## config.mk

```make
export PLATFORM = sky130hd
export DESIGN_NAME = ipv4_cidr_text_parser
export DESIGN_NICKNAME = d
export VERILOG_FILES = /design/src/hw/rtl/ipcp_pkg.sv /design/src/hw/rtl/ipcp_step.sv /design/src/hw/rtl/ipcp_out_stage.sv /design/src/hw/rtl/ipv4_cidr_text_parser.sv
export SDC_FILE = /design/constraint.sdc
export NUM_CORES = 1
export LEC_CHECK = 0
export BUFFER_PORTS_ARGS = -buffer_cell sky130_fd_sc_hd__buf_2
export CORE_ASPECT_RATIO = 2
export CORE_MARGIN = 5
export CORE_UTILIZATION = 25
export DETAILED_ROUTE_END_ITERATION = 8
export PLACE_DENSITY = 0.38
export SLEW_MARGIN = 5
export SYNTH_ARGS = -nofsm -noshare
export SYNTH_HDL_FRONTEND = slang
export SYNTH_SLANG_ARGS = --single-unit
```

## constraint.sdc

```tcl
create_clock -name i_clk -period 5 [get_ports i_clk]
set_input_delay 0.25 -clock i_clk [delete_from_list [all_inputs] [get_ports i_clk]]
set_output_delay 0.25 -clock i_clk [all_outputs]
set_load 0.005 [all_outputs]
```

## src/hw/rtl/ipcp_pkg.sv

```systemverilog
// Types and constants shared by the IPv4 CIDR text parser.
// No dependencies.
package ipcp_pkg;

    localparam int ADDR_BUFFER = 40;
    localparam int CNT_W       = $clog2(ADDR_BUFFER);
    localparam logic [CNT_W-1:0] ADDR_CNT_MAX = CNT_W'(ADDR_BUFFER - 1);

    localparam logic [7:0]  CH_ZERO  = 8'h30;
    localparam logic [7:0]  CH_NINE  = 8'h39;
    localparam logic [7:0]  CH_DOT   = 8'h2E;
    localparam logic [7:0]  CH_SLASH = 8'h2F;

    localparam logic [8:0]  OCTET_MAX      = 9'd255;
    localparam logic [11:0] OCTET_SAT      = 12'd256;
    localparam logic [5:0]  DEFAULT_PREFIX = 6'd24;
    localparam logic [5:0]  FULL_PREFIX    = 6'd32;
    localparam logic [31:0] ALL_ONES       = 32'hFFFF_FFFF;

    typedef enum logic [1:0] {
        PH_ADDR   = 2'b01,
        PH_PREFIX = 2'b10
    } t_phase;

    typedef struct packed {
        logic [7:0] ch;
        logic       end_req;
    } t_req;

    typedef struct packed {
        logic        valid_res;
        logic [31:0] address;
        logic [31:0] netmask;
        logic [5:0]  prefix_len;
    } t_res;

    typedef struct packed {
        t_phase           phase;
        logic [1:0]       octet_index;
        logic [8:0]       octet_value;
        logic             octet_has_digit;
        logic [23:0]      done_octets;
        logic [CNT_W-1:0] addr_char_count;
        logic [5:0]       prefix_value;
        logic             prefix_has_digit;
        logic             error_seen;
    } t_state;

    localparam t_state ST_RESET = '{
        phase:            PH_ADDR,
        octet_index:      2'd0,
        octet_value:      9'd0,
        octet_has_digit:  1'b0,
        done_octets:      24'd0,
        addr_char_count:  '0,
        prefix_value:     6'd0,
        prefix_has_digit: 1'b0,
        error_seen:       1'b0
    };

endpackage

```

## src/hw/rtl/ipcp_step.sv

```systemverilog
// One parser step: next state and result for one request.
// Depends on ipcp_pkg.
module ipcp_step (
    input  ipcp_pkg::t_state i_state,
    input  ipcp_pkg::t_req   i_req,
    output ipcp_pkg::t_state o_state,
    output ipcp_pkg::t_res   o_res
);

    logic [3:0]  w_digit;
    logic        w_is_digit;
    logic [11:0] w_oct_sum;
    logic [8:0]  w_pre_sum;
    logic        w_ok;
    logic [5:0]  w_plen;

    assign w_digit    = 4'(i_req.ch - ipcp_pkg::CH_ZERO);
    assign w_is_digit = i_req.ch inside {[ipcp_pkg::CH_ZERO:ipcp_pkg::CH_NINE]};
    assign w_oct_sum  = {3'd0, i_state.octet_value} * 12'd10 + {8'd0, w_digit};
    assign w_pre_sum  = {3'd0, i_state.prefix_value} * 9'd10 + {5'd0, w_digit};

    assign w_ok = !i_state.error_seen && i_state.octet_has_digit
               && (i_state.octet_value <= ipcp_pkg::OCTET_MAX)
               && (i_state.octet_index >= 2'd2)
               && !(i_state.phase == ipcp_pkg::PH_PREFIX && !i_state.prefix_has_digit);

    assign w_plen = (i_state.phase == ipcp_pkg::PH_PREFIX) ? i_state.prefix_value
                                                           : ipcp_pkg::DEFAULT_PREFIX;

    always_comb begin
        o_state = i_state;
        o_res   = '0;
        if (i_req.end_req) begin
            o_state = ipcp_pkg::ST_RESET;
            if (w_ok) begin
                o_res.valid_res  = 1'b1;
                o_res.prefix_len = w_plen;
                o_res.netmask    = ~(ipcp_pkg::ALL_ONES >> w_plen);
                if (i_state.octet_index == 2'd3) begin
                    o_res.address = {i_state.done_octets, i_state.octet_value[7:0]};
                end else begin
                    o_res.address = {i_state.done_octets[15:0],
                                     i_state.octet_value[7:0], 8'h00};
                end
            end
        end else if (!i_state.error_seen) begin
            case (i_state.phase)
                ipcp_pkg::PH_ADDR: begin
                    if (i_req.ch == ipcp_pkg::CH_SLASH) begin
                        o_state.phase = ipcp_pkg::PH_PREFIX;
                    end else if (i_state.addr_char_count >= ipcp_pkg::ADDR_CNT_MAX) begin
                        o_state.error_seen = 1'b1;
                    end else begin
                        o_state.addr_char_count = i_state.addr_char_count + 1'b1;
                        if (w_is_digit) begin
                            o_state.octet_value = (w_oct_sum > ipcp_pkg::OCTET_SAT)
                                ? ipcp_pkg::OCTET_SAT[8:0] : w_oct_sum[8:0];
                            o_state.octet_has_digit = 1'b1;
                        end else if (i_req.ch == ipcp_pkg::CH_DOT) begin
                            if (!i_state.octet_has_digit || i_state.octet_index == 2'd3
                                || i_state.octet_value > ipcp_pkg::OCTET_MAX) begin
                                o_state.error_seen = 1'b1;
                            end else begin
                                o_state.done_octets = {i_state.done_octets[15:0],
                                                       i_state.octet_value[7:0]};
                                o_state.octet_index     = i_state.octet_index + 2'd1;
                                o_state.octet_value     = 9'd0;
                                o_state.octet_has_digit = 1'b0;
                            end
                        end else begin
                            o_state.error_seen = 1'b1;
                        end
                    end
                end
                ipcp_pkg::PH_PREFIX: begin
                    if (!w_is_digit || w_pre_sum > {3'd0, ipcp_pkg::FULL_PREFIX}) begin
                        o_state.error_seen = 1'b1;
                    end else begin
                        o_state.prefix_value     = w_pre_sum[5:0];
                        o_state.prefix_has_digit = 1'b1;
                    end
                end
                default: begin
                    o_state.error_seen = 1'b1;
                end
            endcase
        end
    end

endmodule

```

## src/hw/rtl/ipcp_out_stage.sv

```systemverilog
// Result register with valid/ready handshake toward the consumer.
// Depends on ipcp_pkg.
module ipcp_out_stage (
    input  logic           i_clk,
    input  logic           i_rst_n,
    input  logic           i_load,
    input  ipcp_pkg::t_res i_res,
    input  logic           i_res_ready,
    output logic           o_space,
    output logic           o_res_valid,
    output ipcp_pkg::t_res o_res
);

    logic           r_vld;
    ipcp_pkg::t_res r_res;

    assign o_space     = !r_vld || i_res_ready;
    assign o_res_valid = r_vld;
    assign o_res       = r_res;

    always_ff @(posedge i_clk) begin
        if (!i_rst_n) begin
            r_vld <= 1'b0;
        end else if (i_load) begin
            r_vld <= 1'b1;
        end else if (i_res_ready) begin
            r_vld <= 1'b0;
        end
    end

    always_ff @(posedge i_clk) begin
        if (i_load) begin
            r_res <= i_res;
        end
    end

endmodule

```

## src/hw/rtl/ipv4_cidr_text_parser.sv

```systemverilog
// IPv4 CIDR text parser: one character per request, result on the terminator.
// A terminator is held in the input register until the result register has space, then its result is loaded there.
// Throughput: one request per cycle; a stalled result holds a terminator, and the requests behind it wait.
// A single step stage lies between the input and result registers.
// Reset (synchronous, active low) clears both valids and the parser state.
// Depends on ipcp_pkg, ipcp_step, ipcp_out_stage.
module ipv4_cidr_text_parser (
    input  logic             i_clk,
    input  logic             i_rst_n,
    input  logic             i_req_valid,
    output logic             o_req_ready,
    input  ipcp_pkg::t_req   i_req,
    output logic             o_res_valid,
    input  logic             i_res_ready,
    output ipcp_pkg::t_res   o_res
);

    logic             r_in_vld;
    ipcp_pkg::t_req   r_in;
    ipcp_pkg::t_state r_st;
    ipcp_pkg::t_state n_st;
    ipcp_pkg::t_res   w_res;
    logic             w_space;
    logic             w_adv;
    logic             w_load;

    assign w_adv       = r_in_vld && (!r_in.end_req || w_space);
    assign w_load      = w_adv && r_in.end_req;
    assign o_req_ready = !r_in_vld || w_adv;

    always_ff @(posedge i_clk) begin
        if (!i_rst_n) begin
            r_in_vld <= 1'b0;
        end else if (o_req_ready) begin
            r_in_vld <= i_req_valid;
        end
    end

    always_ff @(posedge i_clk) begin
        if (o_req_ready) begin
            r_in <= i_req;
        end
    end

    always_ff @(posedge i_clk) begin
        if (!i_rst_n) begin
            r_st <= ipcp_pkg::ST_RESET;
        end else if (w_adv) begin
            r_st <= n_st;
        end
    end

    ipcp_step u_step (
        .i_state (r_st),
        .i_req   (r_in),
        .o_state (n_st),
        .o_res   (w_res)
    );

    ipcp_out_stage u_out (
        .i_clk       (i_clk),
        .i_rst_n     (i_rst_n),
        .i_load      (w_load),
        .i_res       (w_res),
        .i_res_ready (i_res_ready),
        .o_space     (w_space),
        .o_res_valid (o_res_valid),
        .o_res       (o_res)
    );

`ifndef SYNTHESIS
    a_clear_after_end: assert property (@(posedge i_clk) disable iff (!i_rst_n)
        w_load |=> (r_st.phase == ipcp_pkg::PH_ADDR && r_st.addr_char_count == '0
                    && !r_st.error_seen && r_st.octet_index == 2'd0))
        else $error("parser state not cleared after terminator");

    a_invalid_zero: assert property (@(posedge i_clk) disable iff (!i_rst_n)
        (o_res_valid && !o_res.valid_res) |-> (o_res.address == 32'd0
            && o_res.netmask == 32'd0 && o_res.prefix_len == 6'd0))
        else $error("invalid result carries nonzero fields");

    a_prefix_range: assert property (@(posedge i_clk) disable iff (!i_rst_n)
        (o_res_valid && o_res.valid_res) |-> (o_res.prefix_len <= ipcp_pkg::FULL_PREFIX
            && o_res.netmask == ~(ipcp_pkg::ALL_ONES >> o_res.prefix_len)))
        else $error("prefix length or mask out of range");

    a_count_bound: assert property (@(posedge i_clk) disable iff (!i_rst_n)
        r_st.addr_char_count <= ipcp_pkg::ADDR_CNT_MAX)
        else $error("address character count overflow");

    a_error_sticky: assert property (@(posedge i_clk) disable iff (!i_rst_n)
        (r_st.error_seen && !w_load) |=> r_st.error_seen)
        else $error("error flag dropped before terminator");
`endif

endmodule
```

* Yosys cells after proc, flatten, opt, wreduce, memory -nomap -nowiden
Cells that the tools add are included.
Word-level totals: word-level logic and storage cells 108, bits of input ports 13, flip-flop bits (word level) 134
Operators by class: reductions and logical operators 35, add/subtract/negate cells 5, $mul 2, eq/ne operators 12, order comparisons 8, multiplexer cells 26, shift operators 1, bitwise gates (word level) 1
Operator list (count):
- 2-to-1 mux 52 bit | 2
- 2-to-1 mux 42 bit | 2
- 2-to-1 mux 36 bit | 2
- 2-to-1 mux 71 bit | 1
- 2-to-1 mux 44 bit | 1
- 2-to-1 mux 32 bit | 1
- NOT 32 bit | 1
- >> shifter 32 x 6 -> 32 bit (first input constant) | 1
- 2-to-1 mux 24 bit | 1
- == test 8 x 6 -> 1 bit (second input constant) | 2
- 2-to-1 mux 7 bit | 2
- adder 12 x 4 -> 12 bit | 1
- > comparator 12 x 9 -> 1 bit (second input constant) | 1
- != test 2 bit (second input constant) | 6
- multiplier 9 x 3 -> 11 bit (second input constant) | 1
- 2-to-1 mux 10 bit | 1
- nonzero test 2 bit | 5
- adder 9 x 4 -> 9 bit | 1
- > comparator 9 x 6 -> 1 bit (second input constant) | 1
- > comparator 9 x 8 -> 1 bit (second input constant) | 1
- less-or-equal comparator 9 x 8 -> 1 bit (second input constant) | 1
- 2-to-1 mux 9 bit | 1
- greater-or-equal comparator 8 x 6 -> 1 bit (second input constant) | 1
- less-or-equal comparator 8 x 6 -> 1 bit (second input constant) | 1
- other kinds (23) | 52

* Longest topological paths before layout
Gate-level depths: netlist (run 1).
depth after elaboration 11, gate-level depth with buffers 10, depth with buffers taken out 10

* By module
From an unflattened synthesis (run 1), not the netlist that was laid out.
Unflattened totals: cell total of the unflattened synthesis 731, area, all modules 7418.4 µm²
By module, submodules not included:
- ipcp_step | seq. area each 0.0 µm², cells an instance 414, times used 1, area an instance 2816.5 µm²
- ipv4_cidr_text_parser | seq. area each 1331.3 µm², cells an instance 242, times used 1, area an instance 2421.1 µm²
- ipcp_out_stage | seq. area each 2152.1 µm², cells an instance 75, times used 1, area an instance 2180.8 µm²

* Worst setup path before layout (run 1)
OpenSTA, ideal clock, no wires.
path type reg-to-reg, start point reg u_out.r_vld, in the netlist u_out.o_res_valid, end point reg r_st[26] (netlist name), arrival time 3058 ps, path slack 1809 ps, path buffers 1, period minus slack after synthesis 3191 ps, data required time 4868 ps, stages on the path, launching flop included 8, library setup time 132 ps, cell sequence dfxtp_1 -> nor2b_1 -> or2_2 -> inv_1 -> nor2_1 -> clkbuf_1 -> nand2_1 -> a21oi_1
On the way: word-level cells in the longest chain between the ends 5
RTL lines:
- start: declaration | RTL line ipcp_out_stage.sv:14 | logic r_vld;
- start signal: assignment | RTL line ipcp_out_stage.sv:23 | r_vld <= 1'b0;
- start signal: assignment | RTL line ipcp_out_stage.sv:25 | r_vld <= 1'b1;
- start signal: assignment | RTL line ipcp_out_stage.sv:27 | r_vld <= 1'b0;
- zero test 1 bit | RTL line ipcp_out_stage.sv:17 | assign o_space = !r_vld || i_res_ready;
- logical OR 1 bit | RTL line ipcp_out_stage.sv:17
- logical OR 1 bit | RTL line ipv4_cidr_text_parser.sv:27 | assign w_adv = r_in_vld && (!r_in.end_req || w_space);
- logical AND 1 bit | RTL line ipv4_cidr_text_parser.sv:27
- AND reduction 8 bit (no line)
- end signal: assignment | RTL line ipv4_cidr_text_parser.sv:47 | r_st <= ipcp_pkg::ST_RESET;
- end signal: assignment | RTL line ipv4_cidr_text_parser.sv:49 | r_st <= n_st;
- end: declaration | RTL line ipv4_cidr_text_parser.sv:20 | ipcp_pkg::t_state r_st;
Every way passes these cells. A chain may end at the register's enable or synchronous reset.

* Worst setup path in the final report (run 1)
start point reg r_st[5] (netlist name), end point reg r_st[4] (netlist name)
On the way: word-level cells in the longest chain between the ends 6
RTL lines:
- multiplier 6 x 3 -> 8 bit | RTL line ipcp_step.sv:20 | assign w_pre_sum = {3'd0, i_state.prefix_value} * 9'd10 + {5'd0, w_digit};
- adder 9 x 4 -> 9 bit | RTL line ipcp_step.sv:20
- > comparator 9 x 6 -> 1 bit | RTL line ipcp_step.sv:76 | if (!w_is_digit || w_pre_sum > {3'd0, ipcp_pkg::FULL_PREFIX}) begin
- logical OR 1 bit | RTL line ipcp_step.sv:76
- != test 2 bit (no line)
- AND reduction 4 bit (no line)
Every way passes these cells.

==> metrics.yaml, run 1 <==
timing.max_cap.violations: 0
max-slew-margin-rel_pct: 33.2
timing_max_transition_violations_final: 0
timing.final.hold_violations: 0
power.leakage_nw: 3.14
power.share.clock_pct: 47.9
globalRouteOverflowTotal: 0
grt_util_all_layers_pct: 12.1
clock_tree_from_tritoncts: "built"
layout.area.seq_mm2: 0.00345
area_delta_synth_final_pct: 22.6
clock_tree.buffer_depth: 2
tritoncts.num_buffers: 17
ys_async_sr_fraction_pct: 0
powerDensity_mw_per_mm2: 311
port_buffers: 85
dr.first_iter.drc_count: 207
post_synth_num_cell_types: 56
final_setup_violation_count: 0
crit_arrival_ps: 3600
synthesized_cell_area_mm2: 0.00636
power.sequential.fraction_pct: 48.8
critical_path.max_fanout: 13
clock-root-buffer: "sky130_fd_sc_hd__clkbuf_16"
num-nets-final: 744
std_cell_rows: 82
outcome: "completed"
crit_required_ps: 5310
postSynthCellCount: 600
dpl.hpwl_um: 12400
first_global_vias: 4931
drt_wl_total_um: 17000
die_area_mm2: 0.0289
synth.area.top_cells: "sky130_fd_sc_hd__edfxtp_1, sky130_fd_sc_hd__dfxtp_1, sky130_fd_sc_hd__ha_1, sky130_fd_sc_hd__mux2i_1, sky130_fd_sc_hd__nand2_1"
comb_power_share_pct: 3.3
intPower_w: 0.00188
post_drt_via_cell_ratio: 4.63
synth.yosys.warnings: 0
post-route-drc-count: 0
netlist.top_cell.by_area: "sky130_fd_sc_hd__edfxtp_1"
placeableCoreArea_mm2: 0.0251
syn_nets: 650
synthFlopType: "sky130_fd_sc_hd__edfxtp_1"
post-synth-top-count-cell: "sky130_fd_sc_hd__edfxtp_1"
timing.critical_path.from_type: "flop"
rsz0062_at_grt: "false"
total_switching_power_w: 0.000547
clock_skew_ps: 8.13
routed_wire_length_per_instance_um: 16.3
number_of_antenna_violations_at_the_first_check_in_global_routing: 0
synthTopCellsByCount: "sky130_fd_sc_hd__edfxtp_1, sky130_fd_sc_hd__nand2_1, sky130_fd_sc_hd__dfxtp_1"
pre_antenna_drt_iters: 4
gp_congestion: 0.756
worst_pin_slew_ps: 1000
synth_seq_area_share_pct: 54.3
synth_largest_type_area_fraction_pct: 37.3
ant_nets: 0
routed-via-count: 4825
maxClockFrequency_ghz: 0.304
hold_path_class: "primary input to flop"
layout-drive-gt1-share_pct: 19.1
final.hold.worst_slack_ps: 53.2
critPathCaptureType: "flop"
grt_pass1_wl_um: 26600
postCtsResizedCells: 0
synth_seq_cells: 133
final_period_minus_worst_setup_slack_ps: 3290
die_width_um: 123
height_of_the_chip_um: 236
synth-edff-count: 79
initial_core_util_pct: 25.3
ctsHtreeMaxLevel: 4
critPathKind: "flop to flop"
io-pin-count: 86
syn_avg_cell_area_um2: 10.6
timing.setup.tns_ps: 0
ir_drop_v: 0.000191
min_period_over_period_pct: 65.8
fillers: 2614
insertion_delay_ps: 420
multiInputGateArea_mm2: 0.00273
switching_share_pct: 22.5
diodes: 0
clk_transition_reported_paths_ps: 60
clock-sinks: 133
grt_max_degree: 74
-- worst max-delay path, stage by stage, from the launching register on --
cell,delay [ps]
sky130_fd_sc_hd__dfxtp_1,620
sky130_fd_sc_hd__ha_1,330
sky130_fd_sc_hd__ha_1,230
sky130_fd_sc_hd__fa_1,420
sky130_fd_sc_hd__xnor2_1,180
sky130_fd_sc_hd__or4_1,510
sky130_fd_sc_hd__a211o_1,260
sky130_fd_sc_hd__nand2_1,150
sky130_fd_sc_hd__a31oi_1,220
sky130_fd_sc_hd__a22o_1,250
-- flip-flops by register name (all words and copies together), names as in the netlist --
signal	flops
u_out.o_res_valid	1
r_st	52
r_in	9
u_out.o_res	70
r_in_vld	1
-- per-layer routing --
| layer | global-route usage (%) | share of wire, % |
|---|---|---|
| met4 | 4.76 | 1.9 |
| met5 | 0 | 0 |
| met1 | 12.0 | 37 |
| met2 | 23.0 | 56 |
| met3 | 3.22 | 4.2 |
-- stage by stage --
stage                     utilization, %  std cells  setup slack [ps]  instance area (um2)  power [W]
after floorplan                        -        600              1810                 6360    0.00125
after global placement              28.5       1002              1810                 7160    0.00128
after detailed placement            28.5       1002              1730                 7160    0.00129
after CTS                           31.0       1043              1720                 7790    0.00246
after global routing                31.0       1043              1510                 7790    0.00252
final                               31.0       1043              1710                 7790    0.00243
-- power by group through the flow --
| stage | logic (W) | registers, W | clock network [W] |
|---|---|---|---|
| 3_5_place_dp | 0.0000781 | 0.00121 | 0 |
| 4_1_cts | 0.0000838 | 0.00118 | 0.00120 |
| 5_1_grt | 0.0000902 | 0.00119 | 0.00124 |
| 2_1_floorplan | 0.0000422 | 0.00121 | 0 |
| 3_3_place_gp | 0.0000764 | 0.00121 | 0 |
| 6_report | 0.0000811 | 0.00118 | 0.00116 |
-- area by class of cell --
type | instances | share of cell area, %
multi-input combinational | 422 | 35.1
clock buffer | 19 | 5.56
sequential | 133 | 44.3
clock inverter | 13 | 1.45
inverter | 19 | 0.915
timing repair buffer | 101 | 7.29
tap | 336 | 5.39
-- path summary, 6_finish.rpt --
kind | end | slack [ps] | start | depth (start not counted)
min | r_in_vld$_SDFFE_PN0P_ | 50 | i_req_valid | 3
max | r_st[4]$_SDFFE_PN0P_ | 1710 | r_st[5]$_SDFFE_PN0P_ | 9
min reg2reg | r_st[36]$_SDFFE_PN0P_ | 450 | r_st[36]$_SDFFE_PN0P_ | 2
max reg2reg | r_st[4]$_SDFFE_PN0P_ | 1710 | r_st[5]$_SDFFE_PN0P_ | 9
-- logic make-up after synthesis --
kind of cell	Yosys count	share of synthesized area, %
compound gates	121	11.8
xor+xnor	20	2.76
fa+ha+maj	37	7.75
buf+inv	45	2.78
flops	133	54.3
mux	28	4.43
simple gates	216	16.1
-- cells in the final DEF (no fill, tap or decap), types with 3 or more instances in the layout --
master	n
sky130_fd_sc_hd__buf_2	85
sky130_fd_sc_hd__edfxtp_1	79
sky130_fd_sc_hd__nand2_1	70
sky130_fd_sc_hd__dfxtp_1	54
sky130_fd_sc_hd__nor2_1	52
sky130_fd_sc_hd__a21oi_1	39
sky130_fd_sc_hd__nand3_1	34
sky130_fd_sc_hd__o21ai_0	33
sky130_fd_sc_hd__ha_1	33
sky130_fd_sc_hd__mux2i_1	27
sky130_fd_sc_hd__inv_1	18
sky130_fd_sc_hd__clkbuf_16	17
sky130_fd_sc_hd__and3_1	13
sky130_fd_sc_hd__xor2_1	12
sky130_fd_sc_hd__nor3_1	10
sky130_fd_sc_hd__a21o_1	9
sky130_fd_sc_hd__dlygate4sd3_1	9
sky130_fd_sc_hd__xnor2_1	8
sky130_fd_sc_hd__buf_4	7
sky130_fd_sc_hd__nand2b_1	6
sky130_fd_sc_hd__a31oi_1	6
sky130_fd_sc_hd__o31ai_1	6
sky130_fd_sc_hd__clkinvlp_4	6
sky130_fd_sc_hd__or2_2	5
sky130_fd_sc_hd__nor2b_1	4
sky130_fd_sc_hd__fa_1	4
sky130_fd_sc_hd__clkinv_2	4
sky130_fd_sc_hd__nor4_1	3
sky130_fd_sc_hd__a211o_1	3
sky130_fd_sc_hd__o21a_1	3
sky130_fd_sc_hd__nor3b_1	3
sky130_fd_sc_hd__nand4_1	3
sky130_fd_sc_hd__and4_1	3
sky130_fd_sc_hd__a22o_1	3
-- repair_timing --
item / 4_1_cts / 5_1_grt
setup buffers: 0 / 0
endpoints found under the hold margin: 9 / 0
hold buffers: 9 / 0
Note: power is estimated with default switching activity, not from simulation.
==> inputs of run 2 (changes only) <==
- clock period: 5 -> 3.2 ns (I/O delays scaled with it)
==> metrics.yaml, run 2 (synthesis gave the netlist of run 1 again) <==
outcome: "completed"  # unchanged
globalRouteOverflowTotal: 0  # unchanged
first_global_vias: 4998  # was 4,931
clock-sinks: 133  # unchanged
clock-root-buffer: "sky130_fd_sc_hd__clkbuf_16"  # unchanged
number_of_antenna_violations_at_the_first_check_in_global_routing: 0  # unchanged
timing.max_cap.violations: 0  # unchanged
maxClockFrequency_ghz: 0.334  # was 0.304 GHz
dr.first_iter.drc_count: 307  # was 207
port_buffers: 85  # unchanged
largest_reg_flops: 70  # unchanged
worstReg2RegStart: "r_st[40]$_SDFFE_PN0P_"  # was r_st[5]$_SDFFE_PN0P_
min_period_over_period_pct: 93.6  # was 65.8%
reg2reg_depth: 10  # was 9
initial_core_util_pct: 25.3  # unchanged
register_ranked_first_by_flip_flop_count: "u_out.o_res"  # unchanged
clock_tree.buffer_depth: 2  # unchanged
die_area_mm2: 0.0289  # unchanged
routed_wire_length_per_instance_um: 16.1  # was 16.3 um
clock_tree_from_tritoncts: "built"  # unchanged
routed-via-count: 4889  # was 4,825
num-nets-final: 760  # was 744
ctsHtreeMaxLevel: 4  # unchanged
critical_path.cell_chain: "ha_1 -> ha_1 -> fa_1 -> a21o_1 -> a211oi_1 -> a21oi_4 -> nand3_1 -> inv_1 -> o32a_2 -> o31ai_1"  # was ha_1 -> ha_1 -> fa_1 -> xnor2_1 -> or4_1 -> a211o_1 -> nand2_1 -> a31oi_1 -> a22o_1
rsz0062_at_grt: "false"  # unchanged
crit_arrival_ps: 3320  # was 3600 ps
globalRouteMet2Util_pct: 22.4  # was 23.0%
insertion_delay_ps: 420  # about the same
grt_max_degree: 54  # was 74
timing_max_transition_violations_final: 0  # unchanged
cp_slowest_stage_delay_ps: 490  # was 620 ps
timing.critical_path.from_type: "flop"  # unchanged
timing.setup.tns_ps: 0  # unchanged
final_setup_violation_count: 0  # unchanged
critical_path.endpoint: "r_st[43]$_SDFFE_PN0P_"  # was r_st[4]$_SDFFE_PN0P_
max-slew-margin-rel_pct: 51.4  # was 33.2%
clk_transition_reported_paths_ps: 60  # about the same
placeableCoreArea_mm2: 0.0251  # unchanged
finalInstanceArea_mm2: 0.00799  # was 0.00779 mm2
critical_path.reg2reg.endpoint: "r_st[43]$_SDFFE_PN0P_"  # was r_st[4]$_SDFFE_PN0P_
crit_required_ps: 3530  # was 5310 ps
setup_slack_of_the_worst_register_to_register_path_ps: 200  # was 1710 ps
diodes: 0  # unchanged
powerDensity_mw_per_mm2: 477  # was 311 mW/mm2
std_cell_rows: 82  # unchanged
tritoncts.num_buffers: 17  # unchanged
finish.utilization_pct: 31.8  # was 31.0%
startpoint: "r_st[40]$_SDFFE_PN0P_"  # was r_st[5]$_SDFFE_PN0P_
dpl.hpwl_um: 12800  # was 12,400 um
layout.cells.most_common: "sky130_fd_sc_hd__buf_2"  # unchanged
met3_grt_util_pct: 2.55  # was 3.22%
post-route-drc-count: 0  # unchanged
area_delta_synth_final_pct: 25.7  # was 22.6%
io-pin-count: 86  # unchanged
die_width_um: 123  # unchanged
grt_util_met1_pct: 12.3  # was 12.0%
power.leakage_nw: 3.24  # was 3.14 nW
critPathKind: "flop to flop"  # unchanged
critical_path.max_fanout: 8  # was 13
ant_nets: 0  # unchanged
post-cts-setup-buffer-count: 0  # unchanged
top_regs: "u_out.o_res (70), r_st (52), r_in (9)"  # unchanged
grt_util_all_layers_pct: 12.2  # was 12.1%
timing.final.hold_violations: 0  # unchanged
pre_antenna_drt_iters: 5  # was 4
layout-drive-gt1-share_pct: 21.1  # was 19.1%
height_of_the_chip_um: 236  # unchanged
critPathCaptureType: "flop"  # unchanged
hold_path_class: "primary input to flop"  # unchanged
cp_common_cell: "sky130_fd_sc_hd__ha_1"  # unchanged
post_drt_via_cell_ratio: 4.63  # about the same
most-common-layout-cells: "sky130_fd_sc_hd__buf_2, sky130_fd_sc_hd__edfxtp_1, sky130_fd_sc_hd__nand2_1"  # unchanged
grt_pass1_wl_um: 26900  # was 26,600 um
gp_congestion: 0.752  # was 0.756
busiest_layer: "met2"  # unchanged
ir_drop_v: 0.000322  # was 0.000191 V
drt_wl_total_um: 17100  # was 17,000 um
post_dp_cell_area_mm2: 0.00728  # was 0.00716 mm2
critical_path.slowest_cell: "sky130_fd_sc_hd__fa_1"  # was sky130_fd_sc_hd__dfxtp_1
clock_skew_ps: 6.23  # was 8.13 ps
worst_pin_slew_ps: 723  # was 1000 ps
final_period_minus_worst_setup_slack_ps: 3000  # was 3290 ps
run 2: cell count changes in the layout (fill, tap and decap cells not counted), moves of 2 or more:
cell / previous run / this run
sky130_fd_sc_hd__buf_4: 7 / 21
sky130_fd_sc_hd__clkinvlp_4: 6 / 2
sky130_fd_sc_hd__clkinv_1: 0 / 3
sky130_fd_sc_hd__xor2_1: 12 / 10
run 2: worst max-delay path: cells and delay by family, from the launching register on:
family,cells,cell delay [ps]
AOI/OAI and AO/OA,5,1390
adders and majority gates,3,1030
buffers and inverters,1,60
DFF,1,310
and+or+nand+nor,1,120
run 2: final cells by class:
type	instances	area [um2]
Clock inverter	12	115
Clock buffer	18	429
Timing Repair Buffer	117	703
Multi-Input combinational cell	422	2800
Tap cell	336	420
Sequential cell	133	3450
Inverter	19	71.3
Fill cell	2601	17100
run 2: worst min path at each step:
stage / start / end / slack, ps / depth (start not counted)
floorplan: i_req[0] / r_in[0]$_DFFE_PP_ / 260 / 0
global placement: i_req[8] / r_in[8]$_DFFE_PP_ / 340 / 1
detailed placement: i_req[7] / r_in[7]$_DFFE_PP_ / 340 / 1
CTS: i_rst_n / u_out.o_res_valid$_SDFFE_PN0P_ / 30 / 2
global route: i_rst_n / u_out.o_res_valid$_SDFFE_PN0P_ / 60 / 2
finish: i_rst_n / u_out.o_res_valid$_SDFFE_PN0P_ / 50 / 2
run 2: metrics by stage:
step                hold WS (ps)  std cells  total power [W]  worst slack (ps)
floorplan                    259        600          0.00195              9.32
global placement             337       1017          0.00201               136
detailed placement           338       1017          0.00201              49.9
CTS                         28.2       1057          0.00387              53.2
global route                57.9       1057          0.00395              1.18
finish                      45.7       1057          0.00381               204
run 2: what timing repair did:
action | in CTS | in global routing
gates resized for setup | 0 | 10
endpoints found under the hold margin | 10 | 0
endpoints found under the setup margin | 0 | 7
hold buffers | 10 | 0
run 2: routing by layer:
layer  vias up  share of wire (%)
met3        34                3.2
met5         -                  0
met4         0                4.3
li1       2392                  -
met2       111                 55
met1      2352                 37
run 2: power breakdown:
group	total, W	switching, W	internal [W]
Combinational	0.000131	0.0000835	0.0000472
Clock	0.00183	0.000708	0.00112
Sequential	0.00185	0.0000177	0.00183
==> inputs of run 3 (changes only) <==
- GPL_ROUTABILITY_DRIVEN: unset -> 0
- REMOVE_ABC_BUFFERS: unset -> 1
==> metrics.yaml, run 3 (synthesis gave the netlist of run 1 again) <==
clock_skew_ps: 12.3  # was 6.23 ps
clock_tree.buffer_depth: 2  # unchanged
final_setup_violation_count: 0  # unchanged
num-nets-final: 761  # was 760
power.leakage_nw: 3.24  # about the same
total_switching_power_w: 0.000823  # was 0.000809 W
number_of_antenna_violations_at_the_first_check_in_global_routing: 0  # unchanged
diodes: 0  # unchanged
die_area_mm2: 0.0289  # unchanged
post_drt_via_cell_ratio: 4.58  # was 4.63
globalRouteMet2Util_pct: 22.8  # was 22.4%
timing.max_cap.violations: 0  # unchanged
crit_required_ps: 3530  # about the same
largest_reg_flops: 70  # unchanged
routed_wire_length_per_instance_um: 15.9  # was 16.1 um
intPower_w: 0.00309  # was 0.00300 W
powerDensity_mw_per_mm2: 490  # was 477 mW/mm2
tritoncts.num_buffers: 17  # unchanged
dpl.hpwl_um: 12400  # was 12,800 um
drt_wl_total_um: 16800  # was 17,100 um
min_period_over_period_pct: 93.8  # was 93.6%
io-pin-count: 86  # unchanged
clock-sinks: 133  # unchanged
grt_util_all_layers_pct: 12.3  # was 12.2%
critical_path.cell_chain: "ha_1 -> ha_1 -> fa_1 -> a211o_1 -> a21oi_1 -> nand3_1 -> or3_1 -> o32a_2 -> o31ai_1"  # was ha_1 -> ha_1 -> fa_1 -> a21o_1 -> a211oi_1 -> a21oi_4 -> nand3_1 -> inv_1 -> o32a_2 -> o31ai_1
busiest_layer: "met2"  # unchanged
worst_pin_slew_ps: 703  # was 723 ps
grt_pass1_wl_um: 27200  # was 26,900 um
power.share.clock_pct: 49.2  # was 48.0%
timing.critical_path.from_type: "flop"  # unchanged
clock-root-buffer: "sky130_fd_sc_hd__clkbuf_16"  # unchanged
maxClockFrequency_ghz: 0.333  # was 0.334 GHz
most-common-layout-cells: "sky130_fd_sc_hd__buf_2, sky130_fd_sc_hd__edfxtp_1, sky130_fd_sc_hd__nand2_1"  # unchanged
post-route-drc-count: 0  # unchanged
post_dp_cell_area_mm2: 0.00729  # was 0.00728 mm2
cp_slowest_stage_delay_ps: 460  # was 490 ps
placeableCoreArea_mm2: 0.0251  # unchanged
cp.buffers_inverters: 0  # was 1
switching_share_pct: 21.1  # was 21.2%
critical_path.max_fanout: 8  # unchanged
layout.area.seq_mm2: 0.00345  # unchanged
pre_antenna_drt_iters: 4  # was 5
port_buffers: 85  # unchanged
layout-drive-gt1-share_pct: 20.5  # was 21.1%
fillers: 2541  # was 2,601
crit_arrival_ps: 3340  # was 3320 ps
ctsHtreeMaxLevel: 4  # unchanged
finalInstanceArea_mm2: 0.00798  # was 0.00799 mm2
critPathCaptureType: "flop"  # unchanged
first_global_vias: 5044  # was 4,998
hold_path_class: "primary input to flop"  # unchanged
grt_max_degree: 73  # was 54
std_cell_rows: 82  # unchanged
final.hold.worst_slack_ps: 51.4  # was 45.7 ps
area_delta_synth_final_pct: 25.5  # was 25.7%
critical-path-top-delay-family: "compound AO/OA/AOI/OAI gates"  # unchanged
max-slew-margin-rel_pct: 52.6  # was 51.4%
timing.final.hold_violations: 0  # unchanged
timing_max_transition_violations_final: 0  # unchanged
post-cts-setup-buffer-count: 0  # unchanged
met3_grt_util_pct: 3.22  # was 2.55%
critical_path.slowest_cell: "sky130_fd_sc_hd__fa_1"  # unchanged
report.power.total_w: 0.00391  # was 0.00381 W
layout.cells.most_common: "sky130_fd_sc_hd__buf_2"  # unchanged
initial_core_util_pct: 25.3  # unchanged
top_regs: "u_out.o_res (70), r_st (52), r_in (9)"  # unchanged
register_ranked_first_by_flip_flop_count: "u_out.o_res"  # unchanged
globalRouteOverflowTotal: 0  # unchanged
clock_tree_from_tritoncts: "built"  # unchanged
ant_nets: 0  # unchanged
grt_util_met1_pct: 12.7  # was 12.3%
routed-via-count: 4848  # was 4,889
critPathKind: "flop to flop"  # unchanged
height_of_the_chip_um: 236  # unchanged
insertion_delay_ps: 430  # was 420 ps
dr.first_iter.drc_count: 316  # was 307
comb_power_share_pct: 3.4  # about the same
ir_drop_v: 0.000241  # was 0.000322 V
power.sequential.fraction_pct: 47.3  # was 48.6%
final_period_minus_worst_setup_slack_ps: 3000  # about the same
die_width_um: 123  # unchanged
outcome: "completed"  # unchanged
cp_common_cell: "sky130_fd_sc_hd__ha_1"  # unchanged
multiInputGateArea_mm2: 0.00275  # was 0.00280 mm2
clk_transition_reported_paths_ps: 60  # about the same
-- run 3: cell count changes in the layout (fill, tap and decap cells not counted), sizes merged --
cell / before / now
clkinv: 8 / 5
clkinvlp: 2 / 3
clkbuf: 18 / 19
bufinv: 2 / 3
buf: 107 / 108
-- run 3: area by class of cell --
class | instances | share of cell area [%]
clock buffer | 19 | 5.43
inverter | 19 | 0.894
clock inverter | 11 | 1.71
timing repair buffer | 118 | 8.91
tap | 336 | 5.27
multi-input combinational | 422 | 34.5
sequential | 133 | 43.3
-- run 3: timing repair --
item | in CTS | in global routing
endpoints found under the setup margin | 0 | 8
resized for setup | 0 | 4
hold endpoints to repair | 10 | 0
hold buffers | 10 | 0
-- run 3: path summary, 6_finish.rpt --
kind                                       startpoint                             end  slack [ps]  cells past startpoint
worst max-delay path            r_st[40]$_SDFFE_PN0P_           r_st[43]$_SDFFE_PN0P_         200                      9
worst min-delay path                          i_rst_n  u_out.o_res_valid$_SDFFE_PN0P_          50                      2
worst max register to register  r_st[40]$_SDFFE_PN0P_           r_st[43]$_SDFFE_PN0P_         200                      9
worst min register to register  r_st[30]$_SDFFE_PN0P_           r_st[30]$_SDFFE_PN0P_         450                      2
-- run 3: routing by layer --
layer	routed length (um)	up-vias
li1	-	2399
met1	6340	2332
met2	9360	99
met3	767	18
met4	359	0
met5	0	-
-- run 3: power groups by stage --
stage | Clock [W] | Combinational, W | Sequential (W)
6_report | 0.00192 | 0.000134 | 0.00185
5_1_grt | 0.00205 | 0.000149 | 0.00185
4_1_cts | 0.00198 | 0.000137 | 0.00185
3_5_place_dp | 0 | 0.000128 | 0.00189
3_3_place_gp | 0 | 0.000126 | 0.00189
2_1_floorplan | 0 | 0.0000613 | 0.00189
-- run 3: through the flow --
| stage | setup TNS [ps] | util (%) | instances | setup slack [ps] |
|---|---|---|---|---|
| 2_1_floorplan | -12590 | - | 574 | -527 |
| 3_3_place_gp | 0 | 29.0 | 1018 | 172 |
| 3_5_place_dp | 0 | 29.0 | 1018 | 122 |
| 4_1_cts | 0 | 31.7 | 1058 | 106 |
| 5_1_grt | -0.0517 | 31.7 | 1058 | -0.0517 |
| 6_report | 0 | 31.7 | 1058 | 197 |
